$ cat config.mk
export PLATFORM = sky130hd
export DESIGN_NAME = qrs_front
export DESIGN_NICKNAME = d
export VERILOG_FILES = /design/src/qrs_pkg.sv /design/src/qrs_front.sv
export SDC_FILE = /design/constraint.sdc
export NUM_CORES = 2
export LEC_CHECK = 0
export BUFFER_PORTS_ARGS = -buffer_cell sky130_fd_sc_hd__buf_2
export CORE_MARGIN = 2
export CORE_UTILIZATION = 24
export DETAILED_ROUTE_END_ITERATION = 6
export PLACE_DENSITY = 0.47
export SKIP_LAST_GASP = 1
export SLEW_MARGIN = 25
export SYNTH_ARGS = -nofsm -noshare
export SYNTH_HDL_FRONTEND = slang
export SYNTH_SLANG_ARGS = --single-unit
$ cat constraint.sdc
create_clock -name aclk -period 7.35 [get_ports aclk]
set_input_delay 1.47 -clock aclk [delete_from_list [all_inputs] [get_ports aclk]]
set_output_delay 1.47 -clock aclk [all_outputs]
set_load 0.03 [all_outputs]
$ cat src/qrs_pkg.sv
// ----------------------------------------------------------------------------
// Quadratic root solver package
// Result status codes shared by the front end and the top level.
// ----------------------------------------------------------------------------
`default_nettype none

package qrs_pkg;

    typedef enum logic [2:0] {
        ST_LINEAR = 3'd0,
        ST_DOUBLE = 3'd1,
        ST_NONE   = 3'd2,
        ST_TWO    = 3'd3,
        ST_DEGEN  = 3'd4
    } status_t;

    localparam int OUT_FRAC = 16;

endpackage

`default_nettype wire

$ cat src/qrs_front.sv
// ----------------------------------------------------------------------------
// Quadratic root solver front end
// Two register stages: the products b*b and a*c, then the discriminant, the
// case decision, the square root operand and the scaled numerator and divisor.
// ----------------------------------------------------------------------------
`default_nettype none

module qrs_front #(
    parameter int W  = 16,
    parameter int SF = 15,
    parameter int DW = 34,
    parameter int XW = 64,
    parameter int NW = 34
) (
    input  wire logic                   aclk,
    input  wire logic                   en,
    input  wire logic signed [W-1:0]    coef_a,
    input  wire logic signed [W-1:0]    coef_b,
    input  wire logic signed [W-1:0]    coef_c,
    output logic [XW-1:0]               x_reg,
    output qrs_pkg::status_t            status_reg,
    output logic signed [NW-1:0]        base_reg,
    output logic signed [NW-1:0]        lin_reg,
    output logic signed [W+1:0]         den_reg
);
    import qrs_pkg::*;

    logic signed [W-1:0]     a1_reg;
    logic signed [W-1:0]     b1_reg;
    logic signed [W-1:0]     c1_reg;
    logic signed [2*W-1:0]   bb1_reg;
    logic signed [2*W-1:0]   ac1_reg;

    logic signed [2*W+1:0]   disc_full;
    logic signed [DW-1:0]    disc;
    logic [XW-1:0]           x_next;
    status_t                 status_next;
    logic signed [NW-1:0]    base_next;
    logic signed [NW-1:0]    lin_next;
    logic signed [W+1:0]     den_next;
    logic signed [NW-1:0]    b_ext;
    logic signed [NW-1:0]    c_ext;
    logic                    a_zero;
    logic                    b_zero;

    always_ff @(posedge aclk) begin
        if (en) begin
            a1_reg  <= coef_a;
            b1_reg  <= coef_b;
            c1_reg  <= coef_c;
            bb1_reg <= coef_b * coef_b;
            ac1_reg <= coef_a * coef_c;
        end
    end

    always_comb begin
        disc_full = (2*W+2)'(bb1_reg) - ((2*W+2)'(ac1_reg) <<< 2);
        disc      = disc_full[DW-1:0];
        a_zero    = (a1_reg == '0);
        b_zero    = (b1_reg == '0);
        if (a_zero) begin
            status_next = b_zero ? ST_DEGEN : ST_LINEAR;
        end else if (disc == '0) begin
            status_next = ST_DOUBLE;
        end else if (disc[DW-1]) begin
            status_next = ST_NONE;
        end else begin
            status_next = ST_TWO;
        end
        x_next    = (status_next == ST_TWO) ? (XW'($unsigned(disc)) << (2*SF)) : '0;
        b_ext     = NW'(b1_reg);
        c_ext     = NW'(c1_reg);
        base_next = (-b_ext) <<< SF;
        lin_next  = a_zero ? ((-c_ext) <<< SF) : base_next;
        den_next  = a_zero ? (W+2)'(b1_reg) : ((W+2)'(a1_reg) <<< 1);
    end

    always_ff @(posedge aclk) begin
        if (en) begin
            x_reg      <= x_next;
            status_reg <= status_next;
            base_reg   <= base_next;
            lin_reg    <= lin_next;
            den_reg    <= den_next;
        end
    end

endmodule

`default_nettype wire

==> impl_metrics.tcl <==
set metrics [dict create \
    status "finished, final reports clean" \
    dieArea_um2 120000 \
    cts_max_path_buffers 3 \
    synth-seq-cells 201 \
    period_minus_slack_ns 6.99 \
    antenna_found_initial 9 \
    postSynthAreaPerCell_um2 10.1 \
    regArea_um2 6040 \
    clock_sinks 201 \
    rsz0062_at_grt "no" \
    cpPeakStageDelay_ns 0.54 \
    end_kind "flip-flop" \
    tritoncts "done" \
    grt_pass1_vias 21000 \
    async_flop_share_pct 0 \
    fin_nets 3865 \
    design.core.area_um2 117000 \
    routed_wirelength_mm 77.2 \
    cts_buffers 24 \
    initial_utilization_pct 24.2 \
    route.detailed.drc 0 \
    nFillCells 12300 \
    arrival_ns 7.25 \
    fp.dieH_um 347 \
    io_buffers 141 \
    multiInputGateArea_um2 19200 \
    cts_root_buf "clkbuf_16" \
    hold_class "flip-flop to flip-flop" \
    ios 203 \
    grt_first_pass_wirelength_mm 122 \
    clock_latency_ns 0.56 \
    yosys.area_share.simple_pct 11.8 \
    row_count 125 \
    synth_ff_type "edfxtp_1" \
    setup.worst_path.class "input pin to flip-flop" \
    clkTransAtPathRegs_ns 0.06 \
    critical_path.top_delay_family "adder cells" \
    clock_skew_ns 0.0491 \
    worstPathCellList "buf_2 > buf_4 > and2_1 > fa_1 > inv_1 > fa_1 > inv_1 > fa_1 > fa_1 > fa_1 > inv_1 > fa_1 > inv_1 > ha_1 > and3_1 > a221o_1 > a21oi_1 > inv_1 > a311o_1 > a31oi_1 > o21ai_0 > a21oi_1 > xnor2_1" \
    cp_common_cell "fa_1" \
    grt_use_total_pct 13.1 \
    cts_setup_buffers 0 \
    grt_max_degree 133 \
    synth_top_family_by_area "adder cells" \
    worstSetupStartpointType "input pin" \
    synth_edf_count 201 \
    finish.utilization_pct 28.3 \
    globalplace.congestion 0.828 \
    dp_hpwl_mm 66.8 \
    cp_slowest_cell "fa_1" \
    fmax_ghz 0.143 \
    cap_violations 0 \
    relSlewSlack_pct 34.1 \
    num_vias 19400 \
    setup-violations-final 0 \
    synth_compound_gate_area_share_pct 7.03 \
    syn_inst 2791 \
    synth_mux_area_share_pct 0.106 \
    final-max-slew-violation-count 0 \
    via_per_inst 4.18 \
    wire_per_inst_um 16.6 \
    h-tree-depth 1 \
    ys_types 80 \
    worstPathRequired_ns 7.61 \
    yosysSeqAreaShare_pct 21.4 \
    die-width_um 347 \
    hold_viol 0 \
    drt_first_pass_iters 5 \
    grt_overflow 0 \
    synthAdderAreaFrac_pct 44.3 \
    worst-path-buf-inv 7 \
    drtIter0Drc 910 \
    cp_max_fo 10 \
    largest_register_ffs 33 \
    synth.cell_area_um2 28200 \
    synth-xor-area-share_pct 3.90 \
    fin_crit_sh_pct 95.1 \
    worst_pin_slew_ns 0.981 \
    detail-route-antenna-nets 0 \
    yosysWarnings 0 \
    area_growth_pct 16.6 \
    drive_gt1_share_pct 13.9 \
]
## cell usage in the layout (no fill, tap or decap), types with 4 or more instances in the layout
cell type,count
a31oi_1,10
o21bai_1,17
nor3b_1,8
or4_1,6
a21o_1,51
o31a_1,6
o2111ai_1,4
nand3_1,14
o21a_1,16
and3_1,9
conb_1,62
a21oi_1,74
fa_1,497
buf_12,5
or3_1,11
o31ai_1,6
inv_1,666
xor2_1,33
and3b_1,5
buf_2,140
nand4_1,11
nor3_1,26
nand2_1,261
nor2b_1,12
nor3_2,5
and2_1,161
nor4_1,15
edfxtp_1,201
a311oi_1,5
bufinv_16,4
xnor2_1,91
a31o_2,6
clkbuf_16,24
o211ai_1,10
nor2_1,102
nand2b_1,11
buf_4,225
o21ai_0,45
ha_1,204
clkinv_2,4
## layout make-up
cell class | count | share of cell area [%]
Multi-Input combinational cell | 1850 | 58.2
Sequential cell | 201 | 18.3
Timing Repair Buffer | 371 | 7.61
Inverter | 666 | 7.59
Tap cell | 1524 | 5.79
Clock buffer | 27 | 1.86
Clock inverter | 14 | 0.566
Antenna cell | 2 | 0.0152
## worst reg2reg max path, delay by kind of cell (launching register included)
family	cells	cell delay (ns)
compound gates	4	1.34
xor+xnor	1	0.21
fa+ha+maj	1	0.31
flops	1	0.43
simple gates	5	1.92
## cells by family after synthesis
kind of cell    after synthesis
compound gates              288
xor+xnor                    125
fa+ha+maj                   701
buf+inv                     801
flops                       201
mux                           3
other cells                   1
simple gates                671
## metrics by stage
step | std cells | hold WS, ns | setup TNS [ns] | instance area, µm² | worst slack, ns
2_1_floorplan | 2852 | 0.498 | 0 | 28500 | 0.000499
3_3_place_gp | 4612 | 0.527 | -1.40 | 32100 | -0.180
3_5_place_dp | 4612 | 0.515 | -1.68 | 32100 | -0.240
4_1_cts | 4653 | 0.544 | 0 | 32900 | 0.274
5_1_grt | 4653 | 0.567 | 0 | 32900 | 0.0600
6_report | 4655 | 0.540 | 0 | 32900 | 0.358
## final timing paths
kind                                  from            end  slack [ns]  cells after the start
worst min register to register   a1_reg[9]    den_reg[10]        0.54                      1
worst max register to register  bb1_reg[3]  status_reg[1]        2.81                     11
worst max-delay path             coef_b[5]    bb1_reg[26]        0.36                     23
worst min-delay path             a1_reg[9]    den_reg[10]        0.54                      1
## Yosys cell counts (all sizes together) (7+ instances only)
master  count  share of area [%]
inv       666                8.9
fa        497                 35
nand2     261                3.5
ha        204                9.0
edfxtp    201                 21
and2      161                3.6
nor2      102                1.4
xnor2      92                2.9
a21oi      74                1.3
buf        69                1.8
clkbuf     66               0.88
a21o       51                1.4
o21ai      48               0.86
xor2       33                1.0
nor3       31               0.64
o21bai     17               0.45
nor4       16               0.35
o21a       16               0.43
nand3      14               0.25
nand2b     12               0.29
nor2b      12               0.27
a31oi      11               0.27
nand4      11               0.24
o211ai     11               0.31
or3        11               0.24
and3        9               0.20
nor3b       9               0.26
o31ai       7               0.23
or4         7               0.20
## routing by layer
layer	track usage [%]	wire length (µm)	up-vias
met5	0	24	-
met4	2.09	1250	4
met3	2.27	3750	56
met2	22.0	36600	339
met1	17.9	35500	9851
li1	-	-	9197
## timing repair
action	in CTS	in global routing
hold endpoints to repair	0	0
setup endpoints to repair	0	1
resized for setup	0	1
hold buffers	0	0
Power is left out: the tool's default activity adds up to more than one toggle a clock period on the data nets, which glitch-free logic cannot reach.
