`src/qrs_sqrt_cell.sv`:
```
// ----------------------------------------------------------------------------
// Quadratic root solver square root cell
// One digit-by-digit step of the integer square root: two operand bits in,
// one root bit out.
// ----------------------------------------------------------------------------
`default_nettype none

module qrs_sqrt_cell #(
    parameter int XW = 64,
    parameter int RW = 32
) (
    input  wire logic            aclk,
    input  wire logic            en,
    input  wire logic [XW-1:0]   x_in,
    input  wire logic [RW+1:0]   rem_in,
    input  wire logic [RW-1:0]   root_in,
    output logic [XW-1:0]        x_reg,
    output logic [RW+1:0]        rem_reg,
    output logic [RW-1:0]        root_reg
);

    logic [RW+1:0] shifted;
    logic [RW+1:0] trial;
    logic          fit;
    logic [XW-1:0] x_next;
    logic [RW+1:0] rem_next;
    logic [RW-1:0] root_next;

    always_comb begin
        shifted   = {rem_in[RW-1:0], x_in[XW-1:XW-2]};
        trial     = {root_in, 2'b01};
        fit       = (shifted >= trial);
        rem_next  = fit ? (shifted - trial) : shifted;
        root_next = {root_in[RW-2:0], fit};
        x_next    = x_in << 2;
    end

    always_ff @(posedge aclk) begin
        if (en) begin
            x_reg    <= x_next;
            rem_reg  <= rem_next;
            root_reg <= root_next;
        end
    end

endmodule

`default_nettype wire

```
`config.mk`:
```
export PLATFORM = sky130hd
export DESIGN_NAME = qrs_sqrt_cell
export DESIGN_NICKNAME = d
export VERILOG_FILES = /design/src/qrs_sqrt_cell.sv
export SDC_FILE = /design/constraint.sdc
export NUM_CORES = 1
export LEC_CHECK = 0
export BUFFER_PORTS_ARGS = -buffer_cell sky130_fd_sc_hd__buf_2
export CAP_MARGIN = 10
export CORE_MARGIN = 2
export CORE_UTILIZATION = 45
export CTS_BUF_LIST = sky130_fd_sc_hd__clkbuf_8
export CTS_CLUSTER_SIZE = 10
export DETAILED_ROUTE_END_ITERATION = 16
export GPL_TIMING_DRIVEN = 1
export PLACE_DENSITY = 0.75
export SLEW_MARGIN = 40
export SYNTH_ARGS = -nofsm -noshare
export SYNTH_HDL_FRONTEND = slang
export SYNTH_SLANG_ARGS = --single-unit
```
`constraint.sdc`:
```
create_clock -name aclk -period 2.8 [get_ports aclk]
set_input_delay 0.14 -clock aclk [delete_from_list [all_inputs] [get_ports aclk]]
set_output_delay 0.14 -clock aclk [all_outputs]
set_load 0.01 [all_outputs]
```
==> results.txt, run 1 <==
- Status: complete, no violations
* Worst stage delay on the critical path: 0.53 ns
- Number of setup violations in the final report: 0
* Top cell by count, worst path: sky130_fd_sc_hd__a221o_1
- Worst-case setup margin in the final layout: 0.09883 ns
- Proportion of power drawn by flip-flops and latches: 44.1%
- The register with the most flip-flops in the layout has 62 of them.
- The number of antenna violations at the first check in global routing was 1.
* Wire length per cell: 18.26 µm
* Top_reg_cell synth: sky130_fd_sc_hd__edfxtp_1
- Vertical extent of the die: 122.4 µm
- Global routing used 27.06% of the available tracks.
- In this run, synthesis inferred 128 flip-flops with an integrated enable.
- The number of pins exceeding their max-slew limit in the final report is 0.
- Across the VDD grid, the largest voltage drop is 0.3083 mV.
- Maximum clock frequency: 370.2 MHz
* Number of placed instances, taps included: 957
- Entering global routing, the biggest net connects 60 pins.
- Leaving out fill and tap cells, the most frequent cell in the layout is sky130_fd_sc_hd__buf_2.
* Via-per-instance ratio: 5.119
* Worst min path class: in -> reg
- The cell area that synthesis handed to floorplanning was 0.006305 mm².
- Total of flip-flops plus latches after synthesis: 128
* Antenna diode instance count: 0
- Wire length of the first global-routing pass: 30.44 mm
- The total overflow left after global routing is 0.
- In the finished design, the share of the clock period the worst path needs comes to 96.47%.
- Leading cell types in the layout, fill and taps excluded: sky130_fd_sc_hd__buf_2, sky130_fd_sc_hd__edfxtp_1, sky130_fd_sc_hd__dlygate4sd3_1, sky130_fd_sc_hd__buf_4, sky130_fd_sc_hd__inv_1
- Top area cells in the synthesized netlist: sky130_fd_sc_hd__edfxtp_1, sky130_fd_sc_hd__ha_1, sky130_fd_sc_hd__mux2_2, sky130_fd_sc_hd__a21oi_1, sky130_fd_sc_hd__inv_1
- The critical path is of the in -> reg type.
- Combinational logic is responsible for 24.0% of the overall power.
- DRC violation count after routing: 0
* Cell type with the highest aggregate area in the netlist: sky130_fd_sc_hd__edfxtp_1
- Last weighted congestion value of the routability-driven placer: 0.8666
- Of the synthesized area, sequential elements account for 60.96%.
- Fraction of synthesis flops using an asynchronous set or reset pin: 0%
* Hpwl dp: 13.79 mm
- The number of different library cells used by synthesis comes to 60.
* Slew at the pin closest to its max-slew limit: 0.5459 ns
* Area share of the largest cell type after synthesis: 60.96%
- Setup total negative slack on the finished layout was measured at 0 ns.
* Via count of the routed design: 5636
- Max-cap violations in this run came to 0.
- Master of the slowest instance on the critical path: sky130_fd_sc_hd__dlygate4sd3_1
- Number of standard cells in the layout, taps in and fillers out: 1101
* Number of setup buffers added after CTS: 0
- Die width: 122.4 µm
- Per report_power, the clock group accounts for 31.9% of the total.
- STA classifies the critical path startpoint as an input pin.
* Number of nets in the layout: 1075
* Clock sinks: 128
- Pwr per Cell Area: 552.0 mW/mm²
* Total detailed-routing wirelength: 20.11 mm
* Via count of the first global-routing pass: 5779
- Counting along the longest clock path gives a buffer depth of 2.
* Synthesis-to-layout area growth: 54.95%
* Avg Cell Area, Syn: 13.22 µm²
- Along the worst path, the maximum fanout reaches 3.
- TritonCTS built the clock tree.
* Internal power: 0.003928 W
- Headroom to the max-slew limit came out at 63.39%.
* Deepest level of the CTS H-tree: 4
- During I/O placement, the number of pins put on the boundary was 262.
- In this run, CTS created clock tree buffers numbering 17.
- For the worst setup path, the data arrival time is 2.90 ns.
* 1st-pass router iterations: 4
- The count of nets left with antenna violations once routing finished came out at 0.
- Final worst path period need: 2.701 ns
* Cells after Synth: 477
- The core region is 0.01377 mm².
- Worst-case hold slack: 0.03253 ns
* Worst EP required: 3.00 ns
- Kind of capture point of the worst setup path: flop
* CTS Root Cell: sky130_fd_sc_hd__clkbuf_8
- The die covers 0.01497 mm².
* List of cells traversed by the critical path: dlygate4sd3_1 -> buf_2 -> inv_1 -> ha_1 -> and2_1 -> and3_1 -> a221o_1 -> a221o_1 -> o21a_1 -> o21ai_2 -> nand3_1 -> a31o_2
- The post-route netlist has 41.80% of its cells at a drive strength greater than 1.
- Placed Instance Area: 0.008177 mm²
- Initial detailed-routing violation count: 414
- The initialized floorplan defines 43 standard-cell rows.
* Clock-pin transition on the worst setup and hold timing paths: 0.08 ns
* Count of buffers inserted at the top-level ports: 257
* Leakage power summed over all cells: 4.378 nW
- Finished Cell Area: 0.009769 mm²
- Before CTS, the worst setup slack after placement is -0.1301 ns.
* Fraction of power spent switching nets: 27.16%
* Number of warnings issued by yosys: 0
* Initial core utilization: 45.78%
- Net switching power: 0.001464 W
- Final hold viol count: 0
synth_stat cells (4+ instances only):
library cell and n:
sky130_fd_sc_hd__nand2_1 21, sky130_fd_sc_hd__mux2_2 19, sky130_fd_sc_hd__nor3_1 11, sky130_fd_sc_hd__xnor2_1 17
sky130_fd_sc_hd__and3_1 8, sky130_fd_sc_hd__ha_1 34, sky130_fd_sc_hd__o21a_1 7, sky130_fd_sc_hd__a211oi_1 4
sky130_fd_sc_hd__a21oi_1 39, sky130_fd_sc_hd__a31o_2 4, sky130_fd_sc_hd__xor2_1 10, sky130_fd_sc_hd__inv_1 41
sky130_fd_sc_hd__o21ai_0 23, sky130_fd_sc_hd__edfxtp_1 128, sky130_fd_sc_hd__nor2_1 17, sky130_fd_sc_hd__a21o_1 17
sky130_fd_sc_hd__a31oi_1 4, sky130_fd_sc_hd__nand3_1 14
per-layer routing:
metal,wire [µm],GRT usage [%],part of all wire (%),vias up
li1,-,-,-,2678
met1,7967,32.28,40,2670
met2,9904,46.74,49,238
met3,1543,6.924,7.7,48
met4,678,10.78,3.4,2
met5,13,0,0.065,-
kinds of logic after synthesis:
logic type	Yosys count	synth area share, %
buffers and inverters	51	3.612
AO/OA/AOI/OAI	124	13.32
multiplexers	22	4.108
XOR/XNOR	27	3.751
AND/OR/NAND/NOR	90	7.442
adder cells (fa/ha/maj)	34	6.747
flip-flops	128	60.96
other	1	0.05948
power by group through the flow:
| stage | combinational (W) | clock, W | sequential, W |
|---|---|---|---|
| final | 0.00129 | 0.00172 | 0.00238 |
| after global routing | 0.00140 | 0.00182 | 0.00239 |
| after CTS | 0.00127 | 0.00175 | 0.00238 |
| after detailed placement | 0.00114 | 0 | 0.00242 |
| after global placement | 0.00112 | 0 | 0.00241 |
| after floorplan | 0.000497 | 0 | 0.00252 |
critical path: cells and delay by family:
kind	cells	cell delay, ns
AO/OA/AOI/OAI	5	1.34
adder cells (fa/ha/maj)	1	0.30
buffers and inverters	3	0.68
AND/OR/NAND/NOR	3	0.44
cell type report:
class                      count  area (µm²)
sequential                   128        3844
clock inverter                14       190.2
fill                         966        4004
inverter                      42       157.7
clock buffer                  17       234.0
tap                          180       225.2
multi-input combinational    299        2275
timing repair buffer         421        2844
final timing paths:
check                       start     endpoint  depth (start not counted)
worst max-delay path  root_in[19]  rem_reg[31]                         12
worst min-delay path    rem_in[7]   rem_reg[9]                          2
per-stage QoR:
stage / util (%) / total power (W)
global placement: 59.37 / 0.003528
floorplan: - / 0.003018
global route: 70.93 / 0.005622
detailed placement: 59.37 / 0.003551
finish: 70.93 / 0.005393
CTS: 70.66 / 0.005396
timing repair:
item                                   4_1_cts  5_1_grt
endpoints found under the hold margin      113        0
gates resized for setup                      0       14
hold buffers                               113        0
setup endpoints to repair                    0       24
Note: power is estimated with default switching activity, not from simulation.
==> inputs of run 2 (changes only) <==
--- a/config.mk
+++ b/config.mk
@@ -9,10 +9,10 @@
 export CAP_MARGIN = 10
 export CORE_MARGIN = 2
-export CORE_UTILIZATION = 45
+export CORE_UTILIZATION = 40
 export CTS_BUF_LIST = sky130_fd_sc_hd__clkbuf_8
 export CTS_CLUSTER_SIZE = 10
 export DETAILED_ROUTE_END_ITERATION = 16
 export GPL_TIMING_DRIVEN = 1
-export PLACE_DENSITY = 0.75
+export PLACE_DENSITY = 0.67
 export SLEW_MARGIN = 40
 export SYNTH_ARGS = -nofsm -noshare
==> constraint.sdc (replaced) <==
create_clock -name aclk -period 2.8 [get_ports aclk]
set_input_delay 0.56 -clock aclk [delete_from_list [all_inputs] [get_ports aclk]]
set_output_delay 0.56 -clock aclk [all_outputs]
set_load 0.01 [all_outputs]
==> results.txt, run 2 (synthesis results as in run 1) <==
* Top cell by count, worst path: sky130_fd_sc_hd__a21o_1
* Clock sinks: 128
* Initial detailed-routing violation count: 209
- At the placement stage, the worst setup path has a slack of -0.6495 ns.
* Via-per-instance ratio: 4.854
- Antenna violations before repair: 1
* Type of the setup path with the least slack: in -> reg
* Hpwl dp: 14.31 mm
* Worst-case setup margin in the final layout: 0.09732 ns
- In this run the tightest slew margin relative to its limit is 65.60%.
* Maximum clock frequency: 370.0 MHz
- Deepest level of the CTS H-tree: 4
* Master of the slowest instance on the critical path: sky130_fd_sc_hd__ha_1
- The detail route stage leaves a number of antenna-violating nets equal to 0.
- Traced cell by cell, the critical path runs through buf_2 -> ha_1 -> buf_4 -> and3_1 -> nand2_1 -> nor4_1 -> buf_4 -> a21o_1 -> a21o_1 -> a21o_1 -> nor2_4 -> inv_4 -> clkbuf_16 -> mux2_4.
- Counting along the longest clock path gives a buffer depth of 2.
- The routed layout has 5271 vias.
- Number of setup buffers added after CTS: 0
- In this run the core area contains 45 standard-cell rows.
* Vertical extent of the die: 129.5 µm
- Wire length of the first global-routing pass: 26.62 mm
* Worst-case hold slack: 0.2821 ns
- The worst hold path begins at x_in[61].
- Wire length per cell: 16.63 µm
* Worst EP required: 2.99 ns
- The number of global-route vias before repair is 5275.
* CTS Root Cell: sky130_fd_sc_hd__clkbuf_8
- Along the worst path, the maximum fanout reaches 8.
- At the end of routability-driven placement, the weighted congestion stood at 0.8376.
- CTS Hold Bufs: 0
* Kind of capture point of the worst setup path: flop
- Pwr per Cell Area: 564.8 mW/mm²
* Arrival time at the worst endpoint: 2.90 ns
- Leaving out filler cells and counting taps, the final layout contains 1086.
* Final worst path period need: 2.703 ns
- TritonCTS created 17 clock buffers.
* Placed Instance Area: 0.008856 mm²
* Fraction of final layout cells sized beyond drive strength 1: 53.20%
- Setup repair after global routing missed its margin: yes
- Die area: 0.01678 mm²
* Maximum vdd drop: 0.4072 mV
- In this run the count of I/O pins placed on the die edge is 262.
- Hold Path End: x_reg[63]
- Total Power: 0.005278 W
- Along the worst hold path, the cell count comes to 1.
- In this run, placement finished with an instance count of 1052.
- Max FFs per register: 62
- The worst path uses 96.52% of the clock period.
* Count of buffers inserted at the top-level ports: 257
- The run finished with clean final reports.
- DRC violation count after routing: 0
- Overflow left after global routing: 0
- Max-slew violation count: 0
* Leading cell types in the layout, fill and taps excluded: sky130_fd_sc_hd__buf_2, sky130_fd_sc_hd__edfxtp_1, sky130_fd_sc_hd__buf_4, sky130_fd_sc_hd__a21oi_1, sky130_fd_sc_hd__inv_1
- Maximum number of pins on one net before global-route repair: 59
- The analysis attributes to cell leakage a power of 4.244 nW.
- The final layout contains 1027 nets.
- Slew at the pin closest to its max-slew limit: 0.5160 ns
- For this run, the slowest stage of the critical path takes 0.32 ns.
* Total global routing track utilization: 21.02%
* Number of maximum-capacitance constraint violations: 0
- Initial core utilization: 41.17%
- Wires add up to 18.06 mm.
* Commonest non-fill, non-tap cell in the layout: sky130_fd_sc_hd__buf_2
* Clock-pin transition on the worst setup and hold timing paths: 0.08 ns
* TritonCTS clock tree: done
- Placeable core area: 0.01531 mm²
* Element type at the critical path start: input pin
- From synthesis to final layout, the design area changed by 48.24%.
- Finished Cell Area: 0.009346 mm²
- Die width: 129.5 µm
- Number of setup violations in the final report: 0
* 1st-pass router iterations: 5
* Worst min path class: in -> reg
* Final hold viol count: 0
-- run 2: cell count changes in the layout (fill, tap and decap cells not counted), sizes merged --
cell	change
diode	+1
inv	+2
buf	+64
dlygate4sd3	-113
bufinv	-2
clkinv	-1
clkbuf	+1
clkinvlp	+2
-- run 2: cell type report --
type	count	area [µm²]
fill	1273	5968
clock inverter	15	161.4
timing repair buffer	373	2231
tap	211	264.0
multi-input combinational	299	2432
antenna	1	2.502
inverter	42	177.7
clock buffer	17	234.0
sequential	128	3844
-- run 2: what timing repair did --
action | CTS | global route
pin swaps | 0 | 7
cloned | 0 | 1
gates resized for setup | 4 | 12
setup endpoints to repair | 3 | 26
-- run 2: through the flow --
stage               utilization, %  setup TNS (ns)
floorplan                        -          -4.991
global placement             57.83          -11.57
detailed placement           57.83          -13.61
CTS                          60.56               0
global route                 61.03        -0.04436
finish                       61.03               0
-- run 2: worst max path at each step --
stage,startpoint,to,slack (ns),cells after the start
after global routing,root_in[8],rem_reg[7],-0.009,13
after detailed placement,root_in[4],rem_reg[33],-0.65,12
after CTS,root_in[4],rem_reg[33],0.01,12
after global placement,root_in[4],rem_reg[33],-0.56,12
after floorplan,root_in[6],rem_reg[25],-0.27,13
final,rem_in[14],rem_reg[30],0.1,14
-- run 2: power by group --
group / internal [W] / switching [W] / total, W
sequential: 0.00233 / 0.0000441 / 0.00237
combinational: 0.000650 / 0.000660 / 0.00131
clock: 0.000801 / 0.000798 / 0.00160
-- run 2: critical path: cells and delay by family --
family                   cells  cell delay, ns
multiplexers                 1            0.29
AND/OR/NAND/NOR              4            0.49
AO/OA/AOI/OAI                3            0.57
adder cells (fa/ha/maj)      1            0.32
buffers and inverters        5            0.65
-- run 2: layer usage --
metal | global-route usage, % | up-vias | share of wire, %
li1 | - | 2594 | -
met1 | 24.47 | 2483 | 40
met2 | 36.66 | 172 | 50
met3 | 6.400 | 22 | 7.3
met4 | 7.843 | 0 | 2.1
met5 | 0 | - | 0
==> inputs of run 3 (changes only) <==
PLACE_DENSITY = 0.74   (was 0.67)
==> results.txt, run 3 (synthesis results as in run 1) <==
- The run finished with clean final reports.
- IR analysis of the VDD net gives a maximum drop of 0.2627 mV.
- In this run the tightest slew margin relative to its limit is 64.11%.
- Setup violations remaining at the end of the flow were counted as 0.
- Max-slew violation count: 0
- In the routed layout, each cell is associated on average with a via count of 4.881.
- For this block, the initial DRC count from the detailed router was 248.
- In this run the deepest clock path goes through 2 buffers.
- Signal routing reaches up to met4.
- The multi-input combinational cells in the finished layout cover a total of 0.002425 mm².
- Initial core utilization: 41.17%
- Dividing the final minimum period by the clock period gives 97.32%.
- The final route contains 5291 vias.
- CTS Hold Bufs: 0
- Count of standard-cell rows: 45
* Kind of capture point of the worst setup path: flop
* Placeable core area: 0.01531 mm²
- After detailed routing, the wire length on met1 is 7.384 mm.
- Wire segments on met3 add up to 1.574 mm in the final route.
- From bottom edge to top edge, the die measures 129.5 µm.
- Wire length of the first global-routing pass: 26.88 mm
* Final hold viol count: 0
- Leakage power summed over all cells: 4.267 nW
* Worst EP required: 3.00 ns
- CTS Root Cell: sky130_fd_sc_hd__clkbuf_8
- STA puts the critical path data arrival time at 2.92 ns.
* Worst-case hold slack: 0.2816 ns
- Measured along the x axis, the die boundary spans 129.5 µm.
- Pwr per Cell Area: 590.8 mW/mm²
* Hpwl dp: 14.56 mm
- Leaving out fill and tap cells, the most frequent cells in the layout are sky130_fd_sc_hd__buf_2, sky130_fd_sc_hd__edfxtp_1, sky130_fd_sc_hd__buf_4, sky130_fd_sc_hd__a21oi_1, sky130_fd_sc_hd__inv_1.
- Deepest level of the CTS H-tree: 4
- In the final layout, flip-flops and latches occupy 0.003844 mm².
- Number of fill cells in the layout: 1265
- Maximum clock frequency: 367.0 MHz
* Fraction of final layout cells sized beyond drive strength 1: 53.15%
* Max FFs per register: 62
- At the end of the flow, the number of nets in the layout was 1027.
* Overflow left after global routing: 0
- Relative to the synthesized area, the layout overhead comes to 48.82%.
- Counting both buffers and inverters, the worst setup path holds a total of 4.
* Type of the setup path with the least slack: in -> reg
- The congestion estimate from routability-driven global placement came to 0.8774.
- The largest single stage delay on the critical path is 0.41 ns.
- The path class of the tightest hold or removal check is in -> reg.
- End-of-flow core utilization: 61.27%
- Element type at the critical path start: input pin
* TritonCTS clock tree: done
- Via count of the first global-routing pass: 5276
* Wire length per cell: 17.00 µm
- List of cells traversed by the critical path: buf_2 -> inv_1 -> ha_4 -> nor2_2 -> nor4b_4 -> o31ai_4 -> a2111oi_4 -> o21ai_2 -> a21boi_4 -> nor2_4 -> inv_4 -> clkbuf_16 -> mux2_2
- Final worst path period need: 2.725 ns
- Number of maximum-capacitance constraint violations: 0
- During I/O placement, the number of pins put on the boundary was 262.
- Input and output buffers added on the ports amount to 257.
- Slew at the pin closest to its max-slew limit: 0.5383 ns
* Die area: 0.01678 mm²
- For this run, design rule violations remaining after detail routing come to 0.
* Clock-pin transition on the worst setup and hold timing paths: 0.08 ns
* Detail Route Antenna Nets: 0
* Antenna diode instance count: 0
- 1st-pass router iterations: 5
- Clock sinks: 128
* Total detailed-routing wirelength: 18.43 mm
- Master of the slowest instance on the critical path: sky130_fd_sc_hd__a2111oi_4
- Maximum number of pins on one net before global-route repair: 48
- Global routing consumed, over all layers together, 21.35% of the routing resources.
- The number of antenna violations at the first check in global routing came to 0.
* Total met2 wirelength after detailed routing: 9.115 mm
- Counting the buffers created by CTS gives 17.
- Commonest non-fill, non-tap cell in the layout: sky130_fd_sc_hd__buf_2
- In this design, the largest share of critical-path delay is due to compound AO/OA/AOI/OAI gates.
* Critical Path Fanout Max: 10
run 3: worst paths after layout:
path	from	to	slack (ns)	cells after the start
worst min-delay path	x_in[9]	x_reg[11]	0.28	1
worst max-delay path	root_in[3]	rem_reg[7]	0.07	13
run 3: repair_timing:
| item | CTS | global route |
|---|---|---|
| setup endpoints to repair | 2 | 25 |
| gates resized for setup | 3 | 15 |
| buffers inserted | 0 | 1 |
| pin swaps | 0 | 6 |
| cloned | 0 | 1 |
run 3: through the flow:
step	TNS, ns	instances	power (W)	worst slack (ns)	cell area [µm²]
finish	0	1084	0.005543	0.07499	9383
global route	-0.006489	1084	0.005775	-0.002352	9383
CTS	0	1082	0.005562	0.01330	9304
detailed placement	-13.91	1051	0.003687	-0.5550	8823
global placement	-12.40	1051	0.003660	-0.4807	8823
floorplan	-4.991	478	0.003050	-0.2687	6459
run 3: layer usage:
metal | vias up | track usage [%]
met2 | 185 | 37.83
met3 | 22 | 6.936
met4 | 0 | 7.590
met1 | 2496 | 24.19
met5 | - | 0
li1 | 2588 | -
run 3: area by class of cell:
| type | instances | area share (%) |
|---|---|---|
| sequential | 128 | 40.97 |
| clock buffer | 17 | 2.494 |
| timing repair buffer | 373 | 23.54 |
| clock inverter | 14 | 2.454 |
| inverter | 42 | 1.894 |
| multi-input combinational | 299 | 25.84 |
| tap | 211 | 2.814 |
run 3: where the power goes:
part,switching (W),leakage [nW],internal [W]
registers,0.0000429,1.25,0.00233
clock network,0.000797,0.229,0.00107
logic,0.000663,2.78,0.000641
