==> src/qrs_div_cell.sv <==
// ----------------------------------------------------------------------------
// Quadratic root solver divider cell
// One restoring division step: one dividend bit in, one quotient bit out.
// ----------------------------------------------------------------------------
`default_nettype none

module qrs_div_cell #(
    parameter int NDW = 37,
    parameter int DVW = 18
) (
    input  wire logic             aclk,
    input  wire logic             en,
    input  wire logic [DVW-1:0]   divisor,
    input  wire logic [NDW-1:0]   work_in,
    input  wire logic [DVW-1:0]   rem_in,
    output logic [NDW-1:0]        work_reg,
    output logic [DVW-1:0]        rem_reg
);

    logic [DVW:0]   trial;
    logic           fit;
    logic [DVW:0]   diff;
    logic [NDW-1:0] work_next;
    logic [DVW-1:0] rem_next;

    always_comb begin
        trial     = {rem_in, work_in[NDW-1]};
        fit       = (trial >= {1'b0, divisor});
        diff      = trial - {1'b0, divisor};
        rem_next  = fit ? diff[DVW-1:0] : trial[DVW-1:0];
        work_next = {work_in[NDW-2:0], fit};
    end

    always_ff @(posedge aclk) begin
        if (en) begin
            work_reg <= work_next;
            rem_reg  <= rem_next;
        end
    end

endmodule

`default_nettype wire

==> config.mk <==
export PLATFORM = sky130hd
export DESIGN_NAME = qrs_div_cell
export DESIGN_NICKNAME = d
export VERILOG_FILES = /design/src/qrs_div_cell.sv
export SDC_FILE = /design/constraint.sdc
export NUM_CORES = 1
export LEC_CHECK = 0
export BUFFER_PORTS_ARGS = -buffer_cell sky130_fd_sc_hd__buf_2
export CORE_UTILIZATION = 30
export DETAILED_ROUTE_END_ITERATION = 7
export PLACE_DENSITY = 0.62
export SLEW_MARGIN = 20
export SYNTH_ARGS = -nofsm -noshare
export SYNTH_HDL_FRONTEND = slang
export SYNTH_SLANG_ARGS = --single-unit
==> constraint.sdc <==
create_clock -name aclk -period 2.35 [get_ports aclk]
set_input_delay 0.1175 -clock aclk [delete_from_list [all_inputs] [get_ports aclk]]
set_output_delay 0.1175 -clock aclk [all_outputs]
set_load 0.03 [all_outputs]
==> impl_results.md, run 1 <==
- Outcome: complete, no violations
- Final number of max-transition violations: 0
- Die area: 10400 µm²
- Number of remaining DRC errors: 0
- Arrival time reported for the critical path endpoint: 2210 ps
- Largest net degree at the start of global routing: 22
- Layout cell share with drive strength beyond 1: 44.0%
- Placement row count: 36
- Required arrival time at the worst endpoint: 2430 ps
- Worst-path clk slew: 110 ps
- Height of the die: 102 µm
- First-pass GRT wire length: 11600 µm
- Clock Sink Count: 55
- Via count of the first global-routing pass: 2513
- Global-route total usage across every layer: 14.5%
- PortBufs: 129
- Core Box Area: 9770 µm²
- CTS tree: done
- Transition time at the pin with the least slew margin: 530 ps
- Routed via count divided by cell count: 4.49
- Via count: 2514
- Clock buffer depth: 2
- Number of flip-flops in the largest register: 37
- Area added between synthesis and finish: 46.6%
- Horiz. Die Dim: 102 µm
- Post-Syn Instances: 236
- Mapped Avg Cell Area: 12.8 µm²
- Mean routed wirelength per cell: 13.7 µm
- Start point of the worst min-delay path: rem_in[16]
- Final wirelength: 7690 µm
- Drt initial violations: 82
- Commonest cells after routing, fill and taps aside: sky130_fd_sc_hd__buf_2 (129), sky130_fd_sc_hd__edfxtp_1 (55), sky130_fd_sc_hd__dlygate4sd3_1 (36), sky130_fd_sc_hd__inv_1 (23), sky130_fd_sc_hd__buf_4 (23)
- Worst Hold Path EP: rem_reg[17]
- 1st-pass router iterations: 4
- Worst hold path stage count: 2
- Critical path startpoint category: primary input
- Most frequently used flop master after synthesis: sky130_fd_sc_hd__edfxtp_1
- Synthesized cell area: 3010 µm²
- Nature of the critical path endpoint: flop
- Worst Setup Slack, final: 226 ps
- Design Power: 2.67 mW
- Cts bufs inserted: 5
- Antenna violations before repair: 0
- Worst hold path class: primary input to flop
- Post-synthesis cell type with the largest combined area: sky130_fd_sc_hd__edfxtp_1
- Layout filler cell count: 921
- Number of synthesized flops with an enable pin: 55
- Post-DRT Antenna Nets: 0
- Initial core utilization: 30.8%
- Antenna cell count: 0
- Peak VDD IR: 311 µV
- Remaining Overflow, GRT: 0
- Leakage dissipation: 2.02 nW
- Total of endpoints with negative setup slack in the final report: 0
- RSZ-0062 raised after global routing: no
- Post-Place Setup Slack: -124 ps
- DPL Wire Length: 5780 µm
- Period minus WS final: 2120 ps
- Top area cells in the synthesized netlist: sky130_fd_sc_hd__edfxtp_1 (55%), sky130_fd_sc_hd__ha_1 (7.5%), sky130_fd_sc_hd__mux2_2 (3.7%)
- Yosys Warn Count: 0
- Net count of the mapped netlist: 330
- Most common cell after layout, fill and taps aside: sky130_fd_sc_hd__buf_2
- Async set-or-reset flop fraction in the synthesized netlist: 0%
- Final net count: 520
- GPL Wtd Cong: 0.789
- Portion of the post-synthesis area used by sequential elements: 54.8%
- Proportion of netlist area held by the largest area contributor: 54.8%
- Number of storage elements in the synthesis netlist: 55
- Max H-tree Level: 2
- Final hold violation count: 0
- CP max FO: 2
- Ports placed on the boundary: 130
- Crit path kind: primary input to flop
- Tcrit/Tclk final: 90.4%
- Area after detailed placement: 3960 µm²
- Clock root buffer: sky130_fd_sc_hd__clkbuf_8
- Max-Cap Viols: 0
- Synth unique cells: 50
- Area of all placed cells without fillers: 4420 µm²
- Max-Slew Margin vs Limit: 64.7%
- Fmax: 0.471 GHz
- Power density normalized to cell area: 605 nW/µm²
[how the worst max path moves through the flow]
stage                start           to  slack [ps]  cells after the start
6_report       work_in[36]  rem_reg[14]         230                     12
5_1_grt        work_in[36]  rem_reg[14]          70                     12
4_1_cts        work_in[36]  rem_reg[14]         230                     12
3_5_place_dp   work_in[36]  rem_reg[14]        -120                     12
3_3_place_gp   work_in[36]  rem_reg[14]         -80                     12
2_1_floorplan  divisor[13]  rem_reg[10]          30                     11
[power by group]
part	internal [mW]	switching (mW)	total, mW
clock	0.222	0.339	0.561
combinational	0.380	0.502	0.882
sequential	1.20	0.0250	1.23
[layout make-up]
cell class	instances	area, µm²	share of cell area [%]
Sequential cell	55	1650	37.4
Multi-Input combinational cell	152	1220	27.5
Timing Repair Buffer	189	1200	27.1
Tap cell	133	166	3.77
Inverter	23	86.3	1.95
Clock buffer	5	68.8	1.56
Clock inverter	3	28.8	0.652
[cell usage after synthesis (all sizes together) (2+ instances only)]
cell type / n
a211oi: 4
a21o: 6
a21oi: 9
a311oi: 3
a31oi: 4
and3: 3
buf: 5
edfxtp: 55
ha: 18
inv: 23
mux2: 16
mux2i: 3
nand2: 16
nand2b: 2
nand3: 6
nand4: 2
nor2: 14
nor2b: 2
nor3: 5
o211a: 3
o21a: 2
o21ai: 7
or3: 2
xnor2: 7
xor2: 3
[routing by layer]
layer	wire, µm	global-route usage (%)
met2	4040	27.1
met3	440	2.74
met4	54	3.74
met5	0	0
met1	3160	16.8
[through the flow]
step	instances	utilization, %	setup TNS, ps	hold WS, ps
CTS	559	45.1	0	6.49
finish	560	45.2	0	105
floorplan	236	-	0	216
global placement	516	40.5	-159	295
global route	560	45.2	0	92.2
detailed placement	516	40.5	-225	296
[worst max-delay path, stage by stage]
cell and delay (ps):
sky130_fd_sc_hd__buf_2 90, sky130_fd_sc_hd__inv_1 60, sky130_fd_sc_hd__ha_1 160, sky130_fd_sc_hd__inv_1 60, sky130_fd_sc_hd__fa_1 380, sky130_fd_sc_hd__a21o_1 210, sky130_fd_sc_hd__a221oi_2 280, sky130_fd_sc_hd__buf_4 170
sky130_fd_sc_hd__o211ai_1 90, sky130_fd_sc_hd__a31oi_1 210, sky130_fd_sc_hd__xnor2_1 100, sky130_fd_sc_hd__mux2_4 270
[repair_timing]
action	4_1_cts	5_1_grt
hold buffers	35	1
hold endpoints to repair	35	1
buffers inserted	0	0
resized for setup	0	0
[cells by family (layout without fill, tap and decap cells)]
logic type,after synthesis,after routing,share of synthesized area [%]
AO/OA/AOI/OAI,48,48,11.7
AND/OR/NAND/NOR,56,56,9.68
XOR/XNOR,10,10,2.91
flip-flops,55,55,54.8
buffers and inverters,29,220,5.02
multiplexers,19,19,7.72
adder cells (fa/ha/maj),19,19,8.14
Power figures use the tool's default switching activity.
==> inputs of run 2 (changes only) <==
--- a/config.mk
+++ b/config.mk
@@ -5,10 +5,11 @@
 export SDC_FILE = /design/constraint.sdc
 export NUM_CORES = 1
 export LEC_CHECK = 0
+export ABC_AREA = 1
 export BUFFER_PORTS_ARGS = -buffer_cell sky130_fd_sc_hd__buf_2
 export CORE_UTILIZATION = 30
 export DETAILED_ROUTE_END_ITERATION = 7
-export PLACE_DENSITY = 0.62
+export PLACE_DENSITY = 0.59
 export SLEW_MARGIN = 20
 export SYNTH_ARGS = -nofsm -noshare
 export SYNTH_HDL_FRONTEND = slang
==> constraint.sdc (replaced) <==
create_clock -name aclk -period 2.44 [get_ports aclk]
set_input_delay 0.122 -clock aclk [delete_from_list [all_inputs] [get_ports aclk]]
set_output_delay 0.122 -clock aclk [all_outputs]
set_load 0.03 [all_outputs]
==> run 2 against run 1 <==
Compared with the run above: first-iteration DRC count up 44%; worst hold slack got worse by 94 ps; total power decreased by 3.4%; critical path depth up 2; area after synthesis up 6.5%; via count rose by 12%; final cell count is 17% higher; combinational power decreased by 9.1%; global-route usage grew 1.2 points; wire length is 9.1% higher; synthesized cell count is 46% higher; clock power rose by 6.4%; largest cell class unchanged; highest routed layer unchanged.
==> impl_results.md, run 2 <==
- Largest net degree at the start of global routing: 24 (was 22)
- Post-CTS sizing: 0 (unchanged)
- Routed via count divided by cell count: 4.30 (was 4.49)
- Ports placed on the boundary: 130 (unchanged)
- Adder and majority cell fraction of the synthesized area: 7.64% (was 8.14%)
- Antenna violations before repair: 0 (unchanged)
- Drt initial violations: 118 (was 82)
- Combined area of the multi-input logic cells: 1320 µm² (was 1220 µm²)
- Post-DRT Antenna Nets: 0 (unchanged)
- Net count of the mapped netlist: 439 (was 330)
- Post-synthesis cell type with the largest combined area: sky130_fd_sc_hd__edfxtp_1 (unchanged)
- Proportion of netlist area held by the largest area contributor: 51.5% (was 54.8%)
- Most repeated cell in the gate-level netlist after synthesis: sky130_fd_sc_hd__nand2_1 (was sky130_fd_sc_hd__edfxtp_1)
- Mean routed wirelength per cell: 12.9 µm (was 13.7 µm)
- CTS tree: done (unchanged)
- Max-Slew Margin vs Limit: 65.8% (was 64.7%)
- Post-Syn Instances: 345 (was 236)
- Tcrit/Tclk final: 67.2%
- Critical path startpoint category: primary input (unchanged)
- Commonest cells after routing, fill and taps aside: sky130_fd_sc_hd__buf_2 (129), sky130_fd_sc_hd__nand2_1 (106), sky130_fd_sc_hd__edfxtp_1 (55), sky130_fd_sc_hd__inv_1 (49), sky130_fd_sc_hd__dlygate4sd3_1 (35) (was sky130_fd_sc_hd__buf_2 (129), sky130_fd_sc_hd__edfxtp_1 (55), sky130_fd_sc_hd__dlygate4sd3_1 (36), sky130_fd_sc_hd__inv_1 (23), sky130_fd_sc_hd__buf_4 (23))
- Max-Cap Viols: 0 (unchanged)
- Number of synthesized flops with an enable pin: 55 (unchanged)
- Yosys Warn Count: 0 (unchanged)
- Antenna cell count: 0 (unchanged)
- Die area: 11100 µm² (was 10400 µm²)
- Area of all placed cells without fillers: 4480 µm² (was 4420 µm²)
- Transition time at the pin with the least slew margin: 514 ps (was 530 ps)
- Final number of max-transition violations: 0 (unchanged)
- PortBufs: 129 (unchanged)
- Synthesized cell area: 3210 µm² (was 3010 µm²)
- Height of the die: 105 µm (was 102 µm)
- Via count: 2810 (was 2514)
- Simple-gate share of the synthesized area: 28.9% (was 9.68%)
- Layout filler cell count: 1043 (was 921)
- First-pass GRT wire length: 13700 µm (was 11600 µm)
- Total of endpoints with negative setup slack in the final report: 0 (unchanged)
- Core Box Area: 10300 µm² (was 9770 µm²)
- Xor and xnor fraction of the mapped netlist area: 2.18% (was 2.91%)
- CP max FO: 4 (was 2)
- Clock root buffer: sky130_fd_sc_hd__clkbuf_8 (unchanged)
- RSZ-0062 raised after global routing: no (unchanged)
- Horiz. Die Dim: 105 µm (was 102 µm)
- Compound-cell area share of the yosys netlist: 2.57% (was 11.7%)
- Number of instances in the placed design: 611 (was 516)
- Max H-tree Level: 2 (unchanged)
- Non-filler instance count after layout: 653 (was 560)
- Most frequently used flop master after synthesis: sky130_fd_sc_hd__edfxtp_1 (unchanged)
- Worst Hold Path EP: work_reg[18] (was rem_reg[17])
- Clock Sink Count: 55 (unchanged)
- Nature of the critical path endpoint: flop (unchanged)
- Final wirelength: 8400 µm (was 7690 µm)
- Placement row count: 37 (was 36)
- Synth unique cells: 29 (was 50)
- Top area cells in the synthesized netlist: sky130_fd_sc_hd__edfxtp_1 (51%), sky130_fd_sc_hd__nand2_1 (12%), sky130_fd_sc_hd__ha_1 (7.0%) (was sky130_fd_sc_hd__edfxtp_1 (55%), sky130_fd_sc_hd__ha_1 (7.5%), sky130_fd_sc_hd__mux2_2 (3.7%))
- Crit path kind: primary input to flop (unchanged)
- Required arrival time at the worst endpoint: 2520 ps (was 2430 ps)
- Combinational family with the most area after synthesis: simple AND/OR/NAND/NOR gates (was compound AO/OA/AOI/OAI gates)
- Number of storage elements in the synthesis netlist: 55 (unchanged)
- Arrival time reported for the critical path endpoint: 1720 ps (was 2210 ps)
- Area after detailed placement: 4020 µm² (was 3960 µm²)
- Remaining Overflow, GRT: 0 (unchanged)
- Aggregate negative setup slack: 0 ps (unchanged)
- Global-route total usage across every layer: 15.7% (was 14.5%)
- Layout cell share with drive strength beyond 1: 33.7% (was 44.0%)
- Design Power: 2.58 mW (was 2.67 mW)
- Area added between synthesis and finish: 39.5% (was 46.6%)
- Cell types with the highest counts after synthesis: sky130_fd_sc_hd__nand2_1 (106), sky130_fd_sc_hd__edfxtp_1 (55), sky130_fd_sc_hd__inv_1 (49) (was sky130_fd_sc_hd__edfxtp_1 (55), sky130_fd_sc_hd__inv_1 (23), sky130_fd_sc_hd__ha_1 (18))
- GPL Wtd Cong: 0.834 (was 0.789)
- Utilization after layout: 43.4% (was 45.2%)
- Worst hold path stage count: 1 (was 2)
- Power density normalized to cell area: 577 nW/µm² (was 605 nW/µm²)
- Worst-path clk slew: 100 ps (was 110 ps)
- Leakage dissipation: 2.22 nW (was 2.02 nW)
- Most common cell after layout, fill and taps aside: sky130_fd_sc_hd__buf_2 (unchanged)
- Cts bufs inserted: 5 (unchanged)
- Period minus WS final: 1640 ps
- Outcome: complete, no violations (unchanged)
- Final hold violation count: 0 (unchanged)
- Async set-or-reset flop fraction in the synthesized netlist: 0% (unchanged)
- Initial core utilization: 31.1% (was 30.8%)
- Mapped Avg Cell Area: 9.30 µm² (was 12.8 µm²)
- Portion of the post-synthesis area used by sequential elements: 51.5% (was 54.8%)
- Area taken by flip-flops and latches: 1650 µm² (unchanged)
- 1st-pass router iterations: 4 (unchanged)
- Number of remaining DRC errors: 0 (unchanged)
- Multiplexer fraction of the synthesized cell area: 0% (was 7.72%)
- Number of flip-flops in the largest register: 37 (unchanged)
- Via count of the first global-routing pass: 2839 (was 2513)
- Clock buffer depth: 2 (unchanged)
- DPL Wire Length: 6530 µm (was 5780 µm)
- Fmax: 0.610 GHz
- Peak VDD IR: 262 µV (was 311 µV)
- Start point of the worst min-delay path: work_in[17] (was rem_in[16])
- Worst hold path class: primary input to flop (unchanged)
- Final net count: 611 (was 520)
## run 2: logic make-up (layout without fill, tap and decap cells)
kind of cell,Yosys count,count (layout)
buffers and inverters,55,227
AO/OA/AOI/OAI,13,13
flip-flops,55,55
AND/OR/NAND/NOR,195,195
XOR/XNOR,8,8
adder cells (fa/ha/maj),19,19
## run 2: timing repair
action | in CTS | in global routing
buffers inserted | 0 | 0
hold buffers | 35 | 0
endpoints found under the hold margin | 35 | 0
setup endpoints to repair | 0 | 0
## run 2: power breakdown
| part | switching, mW | internal (mW) |
|---|---|---|
| clock network | 0.297 | 0.300 |
| registers | 0.0253 | 1.16 |
| logic | 0.516 | 0.285 |
| total | 0.838 | 1.74 |
## run 2: per-layer routing
metal / global-route usage (%) / wire length, µm
met3: 3.28 / 587
met1: 20.8 / 3980
met5: 0 / 0
met4: 4.12 / 76
met2: 25.9 / 3750
## run 2: worst max-delay path by stage
stage | startpoint | to | slack [ps] | depth (start not counted)
after global placement | work_in[36] | rem_reg[12] | 490 | 14
after global routing | work_in[36] | rem_reg[12] | 670 | 14
after detailed placement | work_in[36] | rem_reg[12] | 450 | 14
final | work_in[36] | rem_reg[12] | 800 | 14
after CTS | work_in[36] | rem_reg[12] | 790 | 14
after floorplan | work_in[36] | rem_reg[12] | 740 | 13
## run 2: area by class of cell
cell class,count,share of cell area [%]
Clock inverter,2,0.838
Clock buffer,5,1.54
Inverter,51,4.28
Timing Repair Buffer,169,23.1
Sequential cell,55,36.9
Tap cell,136,3.80
Multi-Input combinational cell,235,29.6
## run 2: worst max-delay path, cell delays in order
cell	delay (ps)
sky130_fd_sc_hd__buf_2	100
sky130_fd_sc_hd__inv_1	60
sky130_fd_sc_hd__ha_1	140
sky130_fd_sc_hd__inv_1	90
sky130_fd_sc_hd__fa_1	380
sky130_fd_sc_hd__nand2_1	110
sky130_fd_sc_hd__nand2_1	70
sky130_fd_sc_hd__and2_1	160
sky130_fd_sc_hd__nand2_1	60
sky130_fd_sc_hd__nand2_1	110
sky130_fd_sc_hd__nand2_1	100
sky130_fd_sc_hd__nand3b_1	90
sky130_fd_sc_hd__nand3_2	80
sky130_fd_sc_hd__nand2_1	50
## run 2: metrics by stage
stage / setup slack, ps / hold WS, ps
6_report: 800 / 11.1
5_1_grt: 672 / 2.56
4_1_cts: 789 / 4.99
3_5_place_dp: 447 / 301
3_3_place_gp: 493 / 299
2_1_floorplan: 743 / 221
==> inputs of run 3 (changes only) <==
==> constraint.sdc (replaced) <==
create_clock -name aclk -period 1.7 [get_ports aclk]
set_input_delay 0.085 -clock aclk [delete_from_list [all_inputs] [get_ports aclk]]
set_output_delay 0.085 -clock aclk [all_outputs]
set_load 0.03 [all_outputs]
==> run 3 against run 2 <==
Compared with the run above: count of clock-buffer cells in the layout unchanged; sequential cell count unchanged; global-route usage up 0.68 points; sequential share of layout area down 3.1 points; total power up 50%; clock power up 46%; worst hold slack better by 63 ps; cell area up 9.2%; sequential power up 44%; die area unchanged; critical path depth unchanged; largest cell class unchanged.
==> impl_results.md, run 3 (same netlist as run 2, synthesis figures left out) <==
- Peak VDD IR: 307 µV (was 262 µV)
- Tcrit/Tclk final: 92.1%
- Count of buffering cells on the critical path with inverters included: 3 (unchanged)
- Max H-tree Level: 2 (unchanged)
- Required arrival time at the worst endpoint: 1790 ps (was 2520 ps)
- First-pass GRT wire length: 14500 µm (was 13700 µm)
- Final hold violation count: 0 (unchanged)
- Most common cell after layout, fill and taps aside: sky130_fd_sc_hd__buf_2 (unchanged)
- Routed via count divided by cell count: 4.29 (was 4.30)
- Number of flip-flops in the largest register: 37 (unchanged)
- Design Power: 3.88 mW (was 2.58 mW)
- Via count of the first global-routing pass: 3109 (was 2839)
- Leakage dissipation: 2.47 nW (was 2.22 nW)
- GPL Wtd Cong: 0.828 (was 0.834)
- Worst hold path stage count: 3 (was 1)
- Via count: 3023 (was 2810)
- Number of remaining DRC errors: 0 (unchanged)
- Area taken by flip-flops and latches: 1650 µm² (unchanged)
- Period minus WS final: 1570 ps
- Worst Hold Path EP: rem_reg[6] (was work_reg[18])
- Horiz. Die Dim: 105 µm (unchanged)
- Max-Slew Margin vs Limit: 61.9% (was 65.8%)
- Cts bufs inserted: 5 (unchanged)
- Delay of the slowest cell on the worst path: 400 ps (was 380 ps)
- Final net count: 662 (was 611)
- Area after detailed placement: 4410 µm² (was 4020 µm²)
- Chain of cells forming the critical path: buf_2 > inv_1 > ha_1 > inv_1 > fa_1 > nand2_2 > nand2_1 > and2_1 > nand2_1 > nand2_2 > nand2_1 > nand3b_1 > nand3_2 > nand2_1 (was buf_2 > inv_1 > ha_1 > inv_1 > fa_1 > nand2_1 > nand2_1 > and2_1 > nand2_1 > nand2_1 > nand2_1 > nand3b_1 > nand3_2 > nand2_1)
- CP max FO: 3 (was 4)
- Layout cell share with drive strength beyond 1: 39.8% (was 33.7%)
- Power density normalized to cell area: 793 nW/µm² (was 577 nW/µm²)
- Arrival time reported for the critical path endpoint: 1650 ps (was 1720 ps)
- Critical path startpoint category: primary input (unchanged)
- Antenna violations before repair: 0 (unchanged)
- Die area: 11100 µm² (unchanged)
- Height of the die: 105 µm (unchanged)
- Combined area of the multi-input logic cells: 1340 µm² (was 1320 µm²)
- Final wirelength: 8910 µm (was 8400 µm)
- Mean routed wirelength per cell: 12.7 µm (was 12.9 µm)
- Fmax: 0.639 GHz
- Outcome: complete, no violations (unchanged)
- Total of endpoints with negative setup slack in the final report: 0 (unchanged)
- Crit path kind: primary input to flop (unchanged)
- Antenna cell count: 0 (unchanged)
- Worst hold path class: primary input to flop (unchanged)
- Core Box Area: 10300 µm² (unchanged)
- Post-CTS setup-driven buffer insertion count: 0 (unchanged)
- Placement row count: 37 (unchanged)
- Clock buffer depth: 2 (unchanged)
- Largest net degree at the start of global routing: 56 (was 24)
- Nature of the critical path endpoint: flop (unchanged)
- Remaining Overflow, GRT: 0 (unchanged)
- Area added between synthesis and finish: 52.3% (was 39.5%)
- Commonest cells after routing, fill and taps aside: sky130_fd_sc_hd__buf_2 (129), sky130_fd_sc_hd__nand2_1 (104), sky130_fd_sc_hd__edfxtp_1 (55), sky130_fd_sc_hd__buf_4 (54), sky130_fd_sc_hd__inv_1 (49) (was sky130_fd_sc_hd__buf_2 (129), sky130_fd_sc_hd__nand2_1 (106), sky130_fd_sc_hd__edfxtp_1 (55), sky130_fd_sc_hd__inv_1 (49), sky130_fd_sc_hd__dlygate4sd3_1 (35))
- Drt initial violations: 102 (was 118)
- Worst-path clk slew: 110 ps (was 100 ps)
- Area of all placed cells without fillers: 4890 µm² (was 4480 µm²)
- PortBufs: 129 (unchanged)
- Initial core utilization: 31.1% (unchanged)
- Post-DRT Antenna Nets: 0 (unchanged)
- Start point of the worst min-delay path: rem_in[5] (was work_in[17])
- 1st-pass router iterations: 4 (unchanged)
- Utilization after layout: 47.3% (was 43.4%)
- Aggregate negative setup slack: 0 ps (unchanged)
- Final number of max-transition violations: 0 (unchanged)
- Clock Sink Count: 55 (unchanged)
- RSZ-0062 raised after global routing: no (unchanged)
- Layout filler cell count: 967 (was 1043)
- CTS tree: done (unchanged)
- Transition time at the pin with the least slew margin: 570 ps (was 514 ps)
- Max-Cap Viols: 0 (unchanged)
- Crit-path slowest cell: sky130_fd_sc_hd__fa_1 (unchanged)
- Cell repeated most along the worst path: sky130_fd_sc_hd__nand2_1 (unchanged)
- Cell class contributing the biggest share of worst-path delay: simple AND/OR/NAND/NOR gates (unchanged)
- DPL Wire Length: 6610 µm (was 6530 µm)
- Global-route total usage across every layer: 16.4% (was 15.7%)
- Clock root buffer: sky130_fd_sc_hd__clkbuf_8 (unchanged)
- Ports placed on the boundary: 130 (unchanged)
## run 3: area by class of cell
cell class              instances  share of cell area [%]
flip-flops and latches         55                    33.8
clock buffers                   5                    1.41
multi-input cells             235                    27.3
clock inverters                 2                   0.768
repair buffers                220                    29.3
well taps                     136                    3.48
inverters                      51                    3.92
## run 3: power breakdown
part           total, mW  internal, mW  switching, mW
Clock              0.872         0.431          0.440
Sequential          1.70          1.66         0.0363
Combinational       1.31         0.536          0.773
Total               3.88          2.63           1.25
## run 3: routing by layer
layer  vias to the layer above  track usage [%]  part of all wire, %
met5                         -                0                    0
met4                         0             3.82                 0.83
met3                         7             2.91                  6.3
met2                       120             28.9                   47
met1                      1332             20.6                   46
li1                       1564                -                    -
## run 3: tightest hold or removal path, delay by kind of cell
| family | cells | cell delay, ps |
|---|---|---|
| buffers and inverters | 1 | 90 |
| AND/OR/NAND/NOR | 2 | 120 |
## run 3: metrics by stage
stage / hold WS [ps] / cells / worst slack (ps)
CTS: 66.4 / 704 / 58.3
detailed placement: 263 / 661 / -284
floorplan: 184 / 345 / 40.4
finish: 74.4 / 704 / 134
global route: 84.5 / 704 / 11.1
global placement: 262 / 661 / -256
## run 3: worst max path at each step
stage           startpoint           to  slack, ps  depth (start not counted)
2_1_floorplan  work_in[36]  rem_reg[12]         40                         13
3_3_place_gp    divisor[6]  rem_reg[15]       -260                         10
3_5_place_dp   divisor[12]   rem_reg[4]       -280                         10
4_1_cts         divisor[6]   rem_reg[4]         60                         10
5_1_grt        work_in[36]  rem_reg[16]         10                         14
6_report       work_in[36]  rem_reg[12]        130                         14
## run 3: repair_timing
action	CTS	global route
hold endpoints to repair	36	0
setup endpoints to repair	0	16
hold buffers	36	0
gates resized for setup	0	3
